`src/rtl/dps_pkg.sv`:
```
package dps_pkg;

    localparam int MAX_DEVICES_DEF = 12;

    localparam logic [23:0] POLL_RST      = 24'd30000;
    localparam logic [23:0] BACKOFF_RST   = 24'd45000;
    localparam logic [3:0]  THRESH_RST    = 4'd3;
    localparam logic [23:0] STALE_RST     = 24'd120000;
    localparam logic [3:0]  CAP_RST       = 4'd10;

    // configuration register indexes
    localparam logic [2:0] REG_POLL    = 3'd0;
    localparam logic [2:0] REG_BACKOFF = 3'd1;
    localparam logic [2:0] REG_THRESH  = 3'd2;
    localparam logic [2:0] REG_STALE   = 3'd3;
    localparam logic [2:0] REG_CAP     = 3'd4;

    // commands
    localparam logic [2:0] CMD_SIGHT    = 3'd0;
    localparam logic [2:0] CMD_SELECT   = 3'd1;
    localparam logic [2:0] CMD_CONNFAIL = 3'd2;
    localparam logic [2:0] CMD_RDVALID  = 3'd3;
    localparam logic [2:0] CMD_RDINVAL  = 3'd4;

    // result codes
    localparam logic [1:0] RC_OK    = 2'd0;
    localparam logic [1:0] RC_NOTF  = 2'd1;
    localparam logic [1:0] RC_FULL  = 2'd2;
    localparam logic [1:0] RC_NONE  = 2'd3;

    // one registry entry as stored in the RAM
    typedef struct packed {
        logic [47:0] address;
        logic [31:0] last_seen;
        logic [31:0] last_read;
        logic [3:0]  failures;
        logic        has_status;
        logic [15:0] last_status;
    } t_entry;

    localparam int ENTRY_W = $bits(t_entry);

    typedef struct packed {
        logic [2:0]  command;
        logic [47:0] device_address;
        logic [31:0] now_ms;
        logic [15:0] status_value;
    } t_in;

    typedef struct packed {
        logic [1:0]  result_code;
        logic [3:0]  slot;
        logic [47:0] chosen_address;
        logic        publish;
    } t_out;

    typedef enum logic [2:0] {
        ST_IDLE,
        ST_READ,
        ST_CHECK,
        ST_WAIT,
        ST_DONE
    } t_state;

endpackage

```
`src/rtl/device_poll_scheduler_with_backoff.sv`:
```
// Poll scheduler over a registry of up to MAX_DEVICES devices. Issue a command
// with i_start while o_busy is low; exactly one result strobes on o_done for a
// single cycle (commands 5 to 7 give none) and the receiver cannot stall it.
// A command scans the entry RAM one entry per cycle through its registered read
// port. A lookup stops at the entry that hits and a select at the first due
// entry; an empty registry skips the scan. o_busy stays high through the result
// cycle, so a new command is taken only after the result of the last one is out.
// The due check of a select uses one 24x5 multiply, registered before the compare.
// The RAM needs no clearing: entries at or above entry_count are never read.
module device_poll_scheduler_with_backoff
    import dps_pkg::*;
#(
    parameter int MAX_DEVICES = MAX_DEVICES_DEF
) (
    input  logic        i_clk,
    input  logic        i_rst_n,
    input  logic        i_start,
    output logic        o_busy,
    input  t_in         i_item,
    output logic        o_done,
    output t_out        o_result,
    input  logic        i_cfg_we,
    input  logic [2:0]  i_cfg_index,
    input  logic [23:0] i_cfg_data
);

    localparam int AW = (MAX_DEVICES > 1) ? $clog2(MAX_DEVICES) : 1;
    localparam int CW = $clog2(MAX_DEVICES + 1);
    localparam logic [CW-1:0] MAXC = CW'(MAX_DEVICES);

    // configuration registers
    logic [23:0] r_poll, r_backoff, r_stale;
    logic [3:0]  r_thresh, r_cap;

    always_ff @(posedge i_clk) begin
        if (!i_rst_n) begin
            r_poll    <= POLL_RST;
            r_backoff <= BACKOFF_RST;
            r_thresh  <= THRESH_RST;
            r_stale   <= STALE_RST;
            r_cap     <= CAP_RST;
        end else if (i_cfg_we) begin
            unique case (i_cfg_index)
                REG_POLL:    r_poll    <= i_cfg_data;
                REG_BACKOFF: r_backoff <= i_cfg_data;
                REG_THRESH:  r_thresh  <= i_cfg_data[3:0];
                REG_STALE:   r_stale   <= i_cfg_data;
                REG_CAP:     r_cap     <= i_cfg_data[3:0];
                default: ;
            endcase
        end
    end

    // control state
    t_state        r_state, n_state;
    t_in           r_cmd;
    logic [CW-1:0] r_count, n_count;
    logic [AW-1:0] r_rr, n_rr;
    logic [CW-1:0] r_n, n_n;        // entries issued so far
    logic [AW-1:0] r_idx, n_idx;    // entry being issued
    logic [AW-1:0] r_cidx;          // entry whose data is on the RAM output
    logic          r_cvalid;
    logic          r_done, n_done;
    t_out          r_res, n_res;
    logic          r_found;
    logic          miss_end;
    // select pipeline: registered product
    logic [28:0]   r_bprod;
    logic          r_pvalid, r_pfresh, r_pnever, r_pbo;
    logic [31:0]   r_since;
    logic [AW-1:0] r_pidx;
    logic [47:0]   r_paddr;

    t_entry        rd_data;
    logic          we;
    logic [AW-1:0] waddr;
    t_entry        wdata;
    logic [AW-1:0] raddr;

    // pending append of a new entry
    logic          r_add;
    logic [AW-1:0] r_add_idx;
    t_entry        r_add_e;
    logic          ram_we;
    logic [AW-1:0] ram_waddr;
    t_entry        ram_wdata;

    dps_ram #(.WIDTH(ENTRY_W), .DEPTH(MAX_DEVICES)) u_ram (
        .i_clk  (i_clk),
        .i_we   (ram_we),
        .i_waddr(ram_waddr),
        .i_wdata(ram_wdata),
        .i_raddr(raddr),
        .o_rdata(rd_data)
    );

    logic        accept;
    logic        is_sel;
    logic [31:0] now;
    logic        hit;
    logic [31:0] d_seen, d_read;
    logic [4:0]  fmul;
    logic        last_issue;
    logic [AW-1:0] idx_inc;
    logic [32:0] need;
    logic        due;

    assign accept = i_start && !o_busy;
    assign is_sel = (r_cmd.command == CMD_SELECT);
    assign now    = r_cmd.now_ms;
    assign hit    = r_cvalid && (rd_data.address == r_cmd.device_address);
    assign d_seen = now - rd_data.last_seen;
    assign d_read = now - rd_data.last_read;
    assign fmul   = 5'(rd_data.failures - r_thresh) + 5'd1;
    assign last_issue = (r_n == r_count);
    assign idx_inc = (32'(r_idx) + 32'd1 >= 32'(r_count)) ? '0 : AW'(r_idx + 1'b1);
    assign need   = 33'(r_poll) + 33'(r_pbo ? r_bprod : 29'd0);
    assign due    = r_pvalid && r_pfresh && (r_pnever || (33'(r_since) >= need));

    // lookup miss handled at end of scan: a sighting adds or reports full, others report not found
    assign miss_end = (r_state == ST_DONE) && !is_sel && !r_found;

    // next-state and datapath control
    always_comb begin
        n_state = r_state;
        n_count = r_count;
        n_rr    = r_rr;
        n_n     = r_n;
        n_idx   = r_idx;
        n_done  = 1'b0;
        n_res   = r_res;
        raddr   = r_idx;
        we      = 1'b0;
        waddr   = r_cidx;
        wdata   = rd_data;
        unique case (r_state)
            ST_IDLE: begin
                if (accept && i_item.command <= CMD_RDINVAL) begin
                    n_state = (r_count == '0) ? ST_DONE : ST_READ;
                    n_n     = '0;
                    // round-robin pointer stays below the entry count whenever the count is nonzero
                    n_idx   = (i_item.command == CMD_SELECT) ? r_rr : '0;
                    n_res   = '0;
                    if (i_item.command == CMD_SELECT) begin
                        n_res.result_code = RC_NONE;
                    end else if (i_item.command == CMD_RDVALID) begin
                        n_res.publish = 1'b1;
                    end
                end
            end
            ST_READ: begin
                // issue a read each cycle until all entries are out
                if (!last_issue) begin
                    n_n   = r_n + 1'b1;
                    n_idx = idx_inc;
                end
                if (!is_sel && hit) begin
                    n_state = ST_DONE;
                    n_res.result_code = RC_OK;
                    n_res.slot = 4'(r_cidx);
                    n_res.publish = 1'b0;
                    we = 1'b1;
                    unique case (r_cmd.command)
                        CMD_SIGHT: begin
                            wdata.last_seen = now;
                            if (rd_data.failures != '0 && 33'(d_read) > {8'd0, r_poll, 1'b0})
                                wdata.failures = rd_data.failures - 1'b1;
                        end
                        CMD_CONNFAIL: begin
                            wdata.failures = (5'(rd_data.failures) + 5'd1 > 5'(r_cap))
                                             ? r_cap : rd_data.failures + 1'b1;
                            wdata.last_read = now;
                        end
                        CMD_RDVALID: begin
                            if (!rd_data.has_status || rd_data.last_status != r_cmd.status_value) begin
                                n_res.publish = 1'b1;
                                wdata.has_status = 1'b1;
                                wdata.last_status = r_cmd.status_value;
                            end
                            wdata.last_read = now;
                            if (rd_data.failures != '0)
                                wdata.failures = rd_data.failures - 1'b1;
                        end
                        default: begin
                            wdata.failures = (5'(rd_data.failures) + 5'd1 > 5'(r_cap))
                                             ? r_cap : rd_data.failures + 1'b1;
                        end
                    endcase
                end else if (is_sel && due) begin
                    n_state = ST_DONE;
                    n_res.result_code = RC_OK;
                    n_res.slot = 4'(r_pidx);
                    n_res.chosen_address = r_paddr;
                    n_rr = (32'(r_pidx) + 32'd1 >= 32'(r_count)) ? '0 : AW'(r_pidx + 1'b1);
                end else if (last_issue && !r_cvalid && !(is_sel && r_pvalid)) begin
                    n_state = ST_DONE;
                end
            end
            ST_DONE: begin
                n_state = ST_IDLE;
                n_done  = 1'b1;
                // no entry matched: append on a sighting, else not found
                if (miss_end) begin
                    n_res.slot = '0;
                    if (r_cmd.command == CMD_SIGHT) begin
                        n_res.result_code = (r_count == MAXC) ? RC_FULL : RC_OK;
                        n_res.slot        = (r_count == MAXC) ? 4'd0 : 4'(r_count);
                    end else begin
                        n_res.result_code = RC_NOTF;
                    end
                end
            end
            default: n_state = ST_IDLE;
        endcase
    end

    always_ff @(posedge i_clk) begin
        if (!i_rst_n) begin
            r_state  <= ST_IDLE;
            r_count  <= '0;
            r_rr     <= '0;
            r_done   <= 1'b0;
            r_cvalid <= 1'b0;
            r_pvalid <= 1'b0;
            r_found  <= 1'b0;
            r_add    <= 1'b0;
        end else begin
            r_state  <= n_state;
            r_rr     <= n_rr;
            r_done   <= n_done;
            r_cvalid <= (r_state == ST_READ) && !last_issue && (n_state == ST_READ);
            r_pvalid <= is_sel && r_cvalid && (n_state == ST_READ);
            if (r_state == ST_IDLE) r_found <= 1'b0;
            else if (n_state == ST_DONE && r_state == ST_READ && !is_sel && hit)
                r_found <= 1'b1;
            r_count  <= n_count + CW'(miss_end && r_cmd.command == CMD_SIGHT
                                      && r_count != MAXC);
            r_add    <= miss_end && r_cmd.command == CMD_SIGHT && r_count != MAXC;
        end
    end

    // payload registers
    t_entry new_e;
    always_comb begin
        new_e = '0;
        new_e.address   = r_cmd.device_address;
        new_e.last_seen = r_cmd.now_ms;
    end

    always_ff @(posedge i_clk) begin
        if (r_state == ST_IDLE) r_cmd <= i_item;
        r_n    <= n_n;
        r_idx  <= n_idx;
        r_cidx <= r_idx;
        r_res  <= n_res;
        r_add_idx <= AW'(r_count);
        r_add_e   <= new_e;
        // due stage: multiply registered ahead of the compare
        r_bprod  <= 29'(r_backoff) * 29'(fmul);
        r_pbo    <= rd_data.failures >= r_thresh;
        r_pfresh <= d_seen <= 32'(r_stale);
        r_pnever <= rd_data.last_read == '0;
        r_since  <= d_read;
        r_pidx   <= r_cidx;
        r_paddr  <= rd_data.address;
    end

    assign ram_we    = we || r_add;
    assign ram_waddr = r_add ? r_add_idx : waddr;
    assign ram_wdata = r_add ? r_add_e : wdata;

    assign o_busy   = (r_state != ST_IDLE) || r_done || r_add;
    assign o_done   = r_done;
    assign o_result = r_res;

`ifndef SYNTHESIS
    a_count_max: assert property (@(posedge i_clk) disable iff (!i_rst_n)
        32'(r_count) <= MAX_DEVICES) else $error("entry count above limit");
    a_rr_range: assert property (@(posedge i_clk) disable iff (!i_rst_n)
        (r_count != '0) |-> (32'(r_rr) < 32'(r_count)))
        else $error("round-robin pointer beyond entry count");
    a_done_pulse: assert property (@(posedge i_clk) disable iff (!i_rst_n)
        o_done |=> !o_done) else $error("result strobe longer than a cycle");
    a_start_busy: assert property (@(posedge i_clk) disable iff (!i_rst_n)
        (i_start && !o_busy && i_item.command <= CMD_RDINVAL) |=> o_busy)
        else $error("command not taken");
`endif

endmodule

```
`src/rtl/dps_ram.sv`:
```
module dps_ram #(
    parameter int WIDTH = 8,
    parameter int DEPTH = 16
) (
    input  logic                     i_clk,
    input  logic                     i_we,
    input  logic [$clog2(DEPTH)-1:0] i_waddr,
    input  logic [WIDTH-1:0]         i_wdata,
    input  logic [$clog2(DEPTH)-1:0] i_raddr,
    output logic [WIDTH-1:0]         o_rdata
);

    logic [WIDTH-1:0] r_mem [DEPTH];

    always_ff @(posedge i_clk) begin
        if (i_we) begin
            r_mem[i_waddr] <= i_wdata;
        end
        o_rdata <= r_mem[i_raddr];
    end

endmodule
```
`config.mk`:
```
export PLATFORM = sky130hd
export DESIGN_NAME = device_poll_scheduler_with_backoff
export DESIGN_NICKNAME = d
export VERILOG_FILES = /design/src/rtl/dps_pkg.sv /design/src/rtl/device_poll_scheduler_with_backoff.sv /design/src/rtl/dps_ram.sv
export SDC_FILE = /design/constraint.sdc
export NUM_CORES = 2
export LEC_CHECK = 0
export BUFFER_PORTS_ARGS = -buffer_cell sky130_fd_sc_hd__buf_2
export CORE_MARGIN = 1
export CORE_UTILIZATION = 35
export CTS_CLUSTER_SIZE = 40
export DETAILED_ROUTE_END_ITERATION = 12
export SYNTH_ARGS = -nofsm -noshare
export SYNTH_HDL_FRONTEND = slang
export SYNTH_SLANG_ARGS = --single-unit
export TNS_END_PERCENT = 100
```
`constraint.sdc`:
```
create_clock -name i_clk -period 18.9 [get_ports i_clk]
set_input_delay 0.945 -clock i_clk [delete_from_list [all_inputs] [get_ports i_clk]]
set_output_delay 0.945 -clock i_clk [all_outputs]
set_load 0.05 [all_outputs]
```
# [Yosys cells after proc, flatten, opt, wreduce, memory -nomap -nowiden]
# Memories as Yosys holds them, arrays and structs flattened. A register that Yosys moved wholly into a read port is not among the register bits.
# Index checks and enable logic that the tools add are counted.
[classes] div=0 shift=0 mul=1 n_bitwise=2 reduce_logical=55 n_mux=50 n_lt_le_gt_ge=8 addsub=14 eq_ne=25
[op_table] operator="two-way mux 85 bit" n=2
[op_table] operator="two-way mux 133 bit" n=1
[op_table] operator="case mux 49 bit (2 select lines)" n=1
[op_table] operator="two-way mux 32 bit" n=2
[op_table] operator="subtractor 32 bit" n=2
[op_table] operator="two-way mux 55 bit" n=1
[op_table] operator="two-way mux 54 bit" n=1
[op_table] operator="two-way mux 4 bit" n=13
[op_table] operator="equality test 48 bit" n=1
[op_table] operator="two-way mux 48 bit" n=1
[op_table] operator="two-way mux 17 bit" n=2
[op_table] operator=">= comparator 32 x 30 -> 1 bit" n=1
[op_table] operator="> comparator 32 x 25 -> 1 bit" n=1
[op_table] operator="<= comparator 32 x 24 -> 1 bit" n=1
[op_table] operator="logical NOT 32 bit" n=1
[op_table] operator="adder 24 x 29 -> 30 bit" n=1
[op_table] operator="multiplier 24 x 5 -> 29 bit" n=1
[op_table] operator="two-way mux 29 bit" n=1
[op_table] operator="case mux 4 bit (2 select lines)" n=3
[op_table] operator="logical AND 1 bit" n=22
[op_table] operator="case mux 6 bit (3 select lines)" n=1
[op_table] operator="adder 4 x 1 -> 4 bit, second input constant" n=4
[op_table] operator="inequality test 16 bit" n=1
[op_table] operator="adder 4 x 1 -> 5 bit, second input constant" n=3
[op_table] operator="33 further kinds" n=87
[totals] input_bits=130 word_cells=190 n_memories=1 latch_bits=0 reg_bits=462 ram_bits=1596 output_inout_bits=57 romBits=0
[memory_table] memory="u_ram.r_mem" depth=12 width=133 rd=1 rd_clocked_by_memory_dff=1 wr=1 line_no="dps_ram.sv:13" text="logic [WIDTH-1:0] r_mem [DEPTH];"

# [Depth between registers and ports, before layout]
[depth] depth_word=13 mapped_depth=26 depth_no_buf=26

# [Modules after synthesis]
# Synthesis repeated with hierarchy kept, for this count alone.
[unflattened] hier_cells=5476 area_unflattened_um2=88837.7
[by_module_without_submodules] mod="dps_ram" cells_per_inst=2696 area_each_um2=62336.0 n_inst=1 seq_area_each_um2=50588.5
[by_module_without_submodules] mod="device_poll_scheduler_with_backoff" cells_per_inst=2780 area_each_um2=26501.7 n_inst=1 seq_area_each_um2=10870.4

# [Worst setup path before layout]
# OpenSTA, ideal clock, no wires.
[synth_path] kind="flip-flop to flip-flop" from="register r_cmd (netlist bit new_e[85])" to="memory u_ram.r_mem[11][0] in the netlist's numbering (enable)" path_buffers=1 path_slack_ns=10.604 synth_period_minus_slack_ns=8.296 arrival_time_ns=7.669 path_stages_with_launch=12 required_time_ns=18.273 setup_time_ns=0.627 cell_sequence="edfxtp_1 nand2b_1 nand2_1 a221o_1 a2111oi_0 nand4_1 nor3_1 nand2_1 clkbuf_1 nor2_1 a31oi_1 nor2_1"
[synth_between] elab_chain_len=8
[synth_rtl] element="start, declared" line_no="device_poll_scheduler_with_backoff.sv:56" text="t_in r_cmd;"
[synth_rtl] element="start signal, assigned" line_no="device_poll_scheduler_with_backoff.sv:251" text="if (r_state == ST_IDLE) r_cmd <= i_item;"
[synth_rtl] element="equality test 48 bit" line_no="device_poll_scheduler_with_backoff.sv:111" text="assign hit = r_cvalid && (rd_data.address == r_cmd.device_address);"
[synth_rtl] element="logical AND 1 bit" line_no="device_poll_scheduler_with_backoff.sv:111"
[synth_rtl] element="logical AND 1 bit" line_no="device_poll_scheduler_with_backoff.sv:157" text="if (!is_sel && hit) begin"
[synth_rtl] element="two-way mux 1 bit" line_no="device_poll_scheduler_with_backoff.sv:157"
[synth_rtl] element="two-way mux 1 bit" line_no="device_poll_scheduler_with_backoff.sv:136" text="unique case (r_state)"
[synth_rtl] element="logical OR 1 bit" line_no="device_poll_scheduler_with_backoff.sv:268" text="assign ram_we = we || r_add;"
[synth_rtl] element="two-way mux 1 bit" line_no="dps_ram.sv:16" text="if (i_we) begin"
[synth_rtl] element="two-way mux 1 bit (implied by the code)" line_no="dps_ram.sv:17" text="r_mem[i_waddr] <= i_wdata;"
[synth_rtl] element="end, declared" line_no="dps_ram.sv:13"
# No other way between the ends.

# [Worst setup path after layout]
[layout_path] from="register r_pbo" to="register r_res (netlist bit o_result[22]) (enable)"
[layout_between] elab_chain_len=8
[layout_rtl] element="start, declared" line_no="device_poll_scheduler_with_backoff.sv:69" text="logic r_pvalid, r_pfresh, r_pnever, r_pbo;"
[layout_rtl] element="start signal, assigned" line_no="device_poll_scheduler_with_backoff.sv:260" text="r_pbo <= rd_data.failures >= r_thresh;"
[layout_rtl] element="two-way mux 29 bit" line_no="device_poll_scheduler_with_backoff.sv:117" text="assign need = 33'(r_poll) + 33'(r_pbo ? r_bprod : 29'd0);"
[layout_rtl] element="adder 24 x 29 -> 30 bit" line_no="device_poll_scheduler_with_backoff.sv:117"
[layout_rtl] element=">= comparator 32 x 30 -> 1 bit" line_no="device_poll_scheduler_with_backoff.sv:118" text="assign due = r_pvalid && r_pfresh && (r_pnever || (33'(r_since) >= need));"
[layout_rtl] element="logical OR 1 bit" line_no="device_poll_scheduler_with_backoff.sv:118"
[layout_rtl] element="logical AND 1 bit" line_no="device_poll_scheduler_with_backoff.sv:118"
[layout_rtl] element="logical AND 1 bit" line_no="device_poll_scheduler_with_backoff.sv:189" text="end else if (is_sel && due) begin"
[layout_rtl] element="inequality test 2 bit (no source line)"
[layout_rtl] element="AND reduction 4 bit (no source line)"
[layout_rtl] element="end signal, assigned" line_no="device_poll_scheduler_with_backoff.sv:255" text="r_res <= n_res;"
[layout_rtl] element="end, declared" line_no="device_poll_scheduler_with_backoff.sv:64" text="t_out r_res, n_res;"
# No other way between the ends.
# A chain may end at the register's enable or synchronous reset.

==> summary.txt <==
Setup path
  • Max incr delay on CP: 930 ps
  • Critical Path AT: 7510 ps
  • Startpoint types: flop
  • Most used cell, CP: nand2_1
  • Crit-path slowest cell: dfxtp_1
  • Crit path max-delay family: compound AO/OA/AOI/OAI gates
  • CP Buf/Inv Count: 2
  • CP Class: flop to flop
  • CP required: 19380 ps
  • Worst Setup End Kind: flop
  • Cells along the critical path: and2_1, ha_1, inv_1, fa_1, nor2b_1, o21ai_1, a211oi_1, o21ai_1, a41oi_1, o31ai_1, a21oi_1, a41oi_1, nand2_1, nand2_1, xor2_1, ha_1, nand4_1, nor3_1, nand2_1, o21ai_0, o2111ai_1, a21oi_1, or2_2, buf_4
  • Worst-path maximum fanout: 48

Clocking
  • Clk buf depth: 3
  • Clock transition at path regs: 60 ps
  • CTS tree: built
  • PostCTS Resize Cnt: 0
  • Post-CTS Setup Bufs: 0
  • Clk Latency, worst-skew pair: 890 ps
  • Htree depth: 4
  • Root Driver: clkbuf_16
  • CTS Hold Bufs: 0
  • Clock sinks: 2191
  • TritonCTS buffer count: 213

Place
  • Port Buf Inserts: 186
  • HPWL Detailed: 137000 µm
  • Dpl cells: 8958
  • GPL Wtd Cong: 0.850
  • Dpl ws: 11870 ps

Detailed routing
  • Vias: 48.7k
  • Vias/cell: 5.21
  • Routed Antenna Nets: 0
  • Routed WL: 229000 µm
  • Drt initial violations: 4339
  • Initial DRT Pass Iterations: 6
  • Remaining routing DRC violations: 0
  • DR WL/cell: 24.5 µm

Timing
  • Final period util: 37.2%
  • Setup_tns: 0 ps
  • Minimum clock period after layout: 7020 ps
  • Fin. Hold Viols: 0
  • Max-slew headroom: 8.14%
  • Fmax: 142 MHz
  • Setup violations, final: 0
  • WHS: 234 ps
  • Setup WS post-layout: 11880 ps
  • Max Slew Vio Count: 0
  • RSZ-0062 raised after global routing: false
  • Worst-Margin Slew: 1370 ps
  • Clk_skew: 106 ps

Global route
  • Aggregate global routing overflow: 0
  • Vias in the first global route: 50.1k
  • GR peak layer: met2
  • Global-route usage over all layers: 17.6%
  • Met2 usage: 29.1%
  • First-pass GRT wire length: 336000 µm
  • Initial antenna violation count: 20
  • Largest net degree at the start of global routing: 190
  • Met3 GRT Util: 2.75%
  • Met1 usage: 24.5%

Pwr
  • Leak pwr: 0.0355 µW
  • Pwr dens: 105 nW/µm²
  • Peak VDD IR: 0.0000934 V

Floorplanning
  • Initial core utilization: 35.2%
  • Die extent in x: 508 µm
  • Row cnt: 185
  • Die ar.: 258000 µm²
  • Core Region: 254000 µm²
  • Io pins: 187
  • Die Span Y: 508 µm

Cells and area
  • Filler Cells Inserted: 23.0k
  • Commonest non-fill, non-tap cell in the layout: edfxtp_1
  • Area delta synth->final: 13.7%
  • Finished Core Util: 40.1%
  • Final net count: 6237
  • Layout cells sized above 1: 18.4%
  • Most frequent cells in the layout: edfxtp_1 (1758), nand2_1 (551), dfxtp_1 (431)
  • Final std cells w/o fill: 9364

Synthesis
  • Ys flop type: edfxtp_1
  • Post-synth ARST share: 0%
  • Sequential area share after synthesis: 68.6%
  • Synth cell types: 86
  • Syn. warnings: 0
  • Mapped Cells: 5541
  • Syn avg cell area: 16.2 µm²
  • Yosys reg bits: 2191
  • Post-synth EDFFs: 1758
  • Synthesized area: 89700 µm²
  • Post-synthesis net count: 5971

Outcome
  • Outcome: complete, no violations

Job
  • Max Cap Violations: 0

Worst hold path
  • Worst hold-check path type: input pin to flop
[per-stage QoR]
| stage | total power [µW] | instance area, µm² |
|---|---|---|
| final | 10700 | 102000 |
| after global routing | 11100 | 102000 |
| after detailed placement | 6500 | 94800 |
| after global placement | 6490 | 94800 |
| after floorplan | 6190 | 89700 |
| after CTS | 10800 | 102000 |
[cell type report]
cell class | instances | area, µm² | share of cell area (%)
sequential | 2191 | 61500 | 60.3
multi-input combinational | 2904 | 26600 | 26.1
clock buffer | 285 | 5840 | 5.73
tap | 3366 | 4210 | 4.13
timing repair buffer | 280 | 1670 | 1.64
clock inverter | 118 | 1310 | 1.28
inverter | 217 | 820 | 0.804
antenna | 3 | 7.51 | 0.00736
[layer usage]
layer	vias up	part of all wire, %
li1	21700	-
met1	25400	45
met2	1374	48
met3	318	5.4
met4	20	1.9
met5	-	0.058
[cells in the mapped netlist (10+ instances only)]
cell type / number / area share, %
a21o_1: 49 / 0.41
and2_1: 88 / 0.61
nor2b_1: 27 / 0.19
mux2i_1: 194 / 2.2
edfxtp_1: 1758 / 59
mux4_2: 399 / 10
dfxtp_1: 433 / 9.7
nor3_1: 35 / 0.20
ha_1: 229 / 3.2
o21bai_1: 16 / 0.13
a31oi_1: 15 / 0.10
xnor2_1: 81 / 0.79
nand2_1: 551 / 2.3
buf_1: 56 / 0.23
nand3_1: 52 / 0.29
mux2_2: 47 / 0.59
inv_1: 217 / 0.91
nand4_1: 30 / 0.21
o21a_1: 16 / 0.13
a211oi_1: 10 / 0.084
nor4_1: 29 / 0.20
fa_1: 71 / 1.6
a21oi_1: 194 / 1.1
and3_1: 72 / 0.50
o21ai_1: 13 / 0.073
o211ai_1: 29 / 0.24
o21ai_0: 240 / 1.3
nor2_1: 150 / 0.63
clkbuf_1: 169 / 0.71
xor2_1: 90 / 0.88
or3_1: 14 / 0.098
nand2b_1: 36 / 0.25
[power breakdown]
part,total [µW],switching [µW],internal [µW]
Combinational,1050,630,422
Clock,4280,1890,2390
Sequential,5360,65.6,5290
Total,10700,2590,8100
[registers in the layout, summed over array words and instances, names as in the netlist, 4 cells and up]
register	count
n_count	4
new_e	48
now	32
o_result	55
r_add_e	80
r_add_idx	4
r_backoff	24
r_bprod	29
r_cap	4
r_cidx	4
r_cmd	19
r_idx	4
r_n	4
r_paddr	48
r_pidx	4
r_poll	24
r_rr	4
r_since	32
r_stale	24
r_thresh	4
u_ram.o_rdata	133
u_ram.r_mem	1596
[logic make-up after synthesis]
group / Yosys count / share of synthesized area [%]
compound gates: 663 / 4.45
xor+xnor: 171 / 1.67
fa+ha+maj: 300 / 4.78
buf+inv: 446 / 1.88
flops: 2191 / 68.6
mux: 640 / 12.8
other cells: 1 / 0.00418
simple gates: 1129 / 5.88
[final timing paths]
kind | depth (start not counted) | slack, ps | from | endpoint
hold / removal | 1 | 230 | i_item[90] | new_e[127]
setup / recovery | 24 | 11880 | r_pbo | o_result[22]
setup reg to reg | 24 | 11880 | r_pbo | o_result[22]
hold reg to reg | 0 | 380 | u_ram.o_rdata[114] | r_paddr[29]
(Power assumes the default switching activity.)
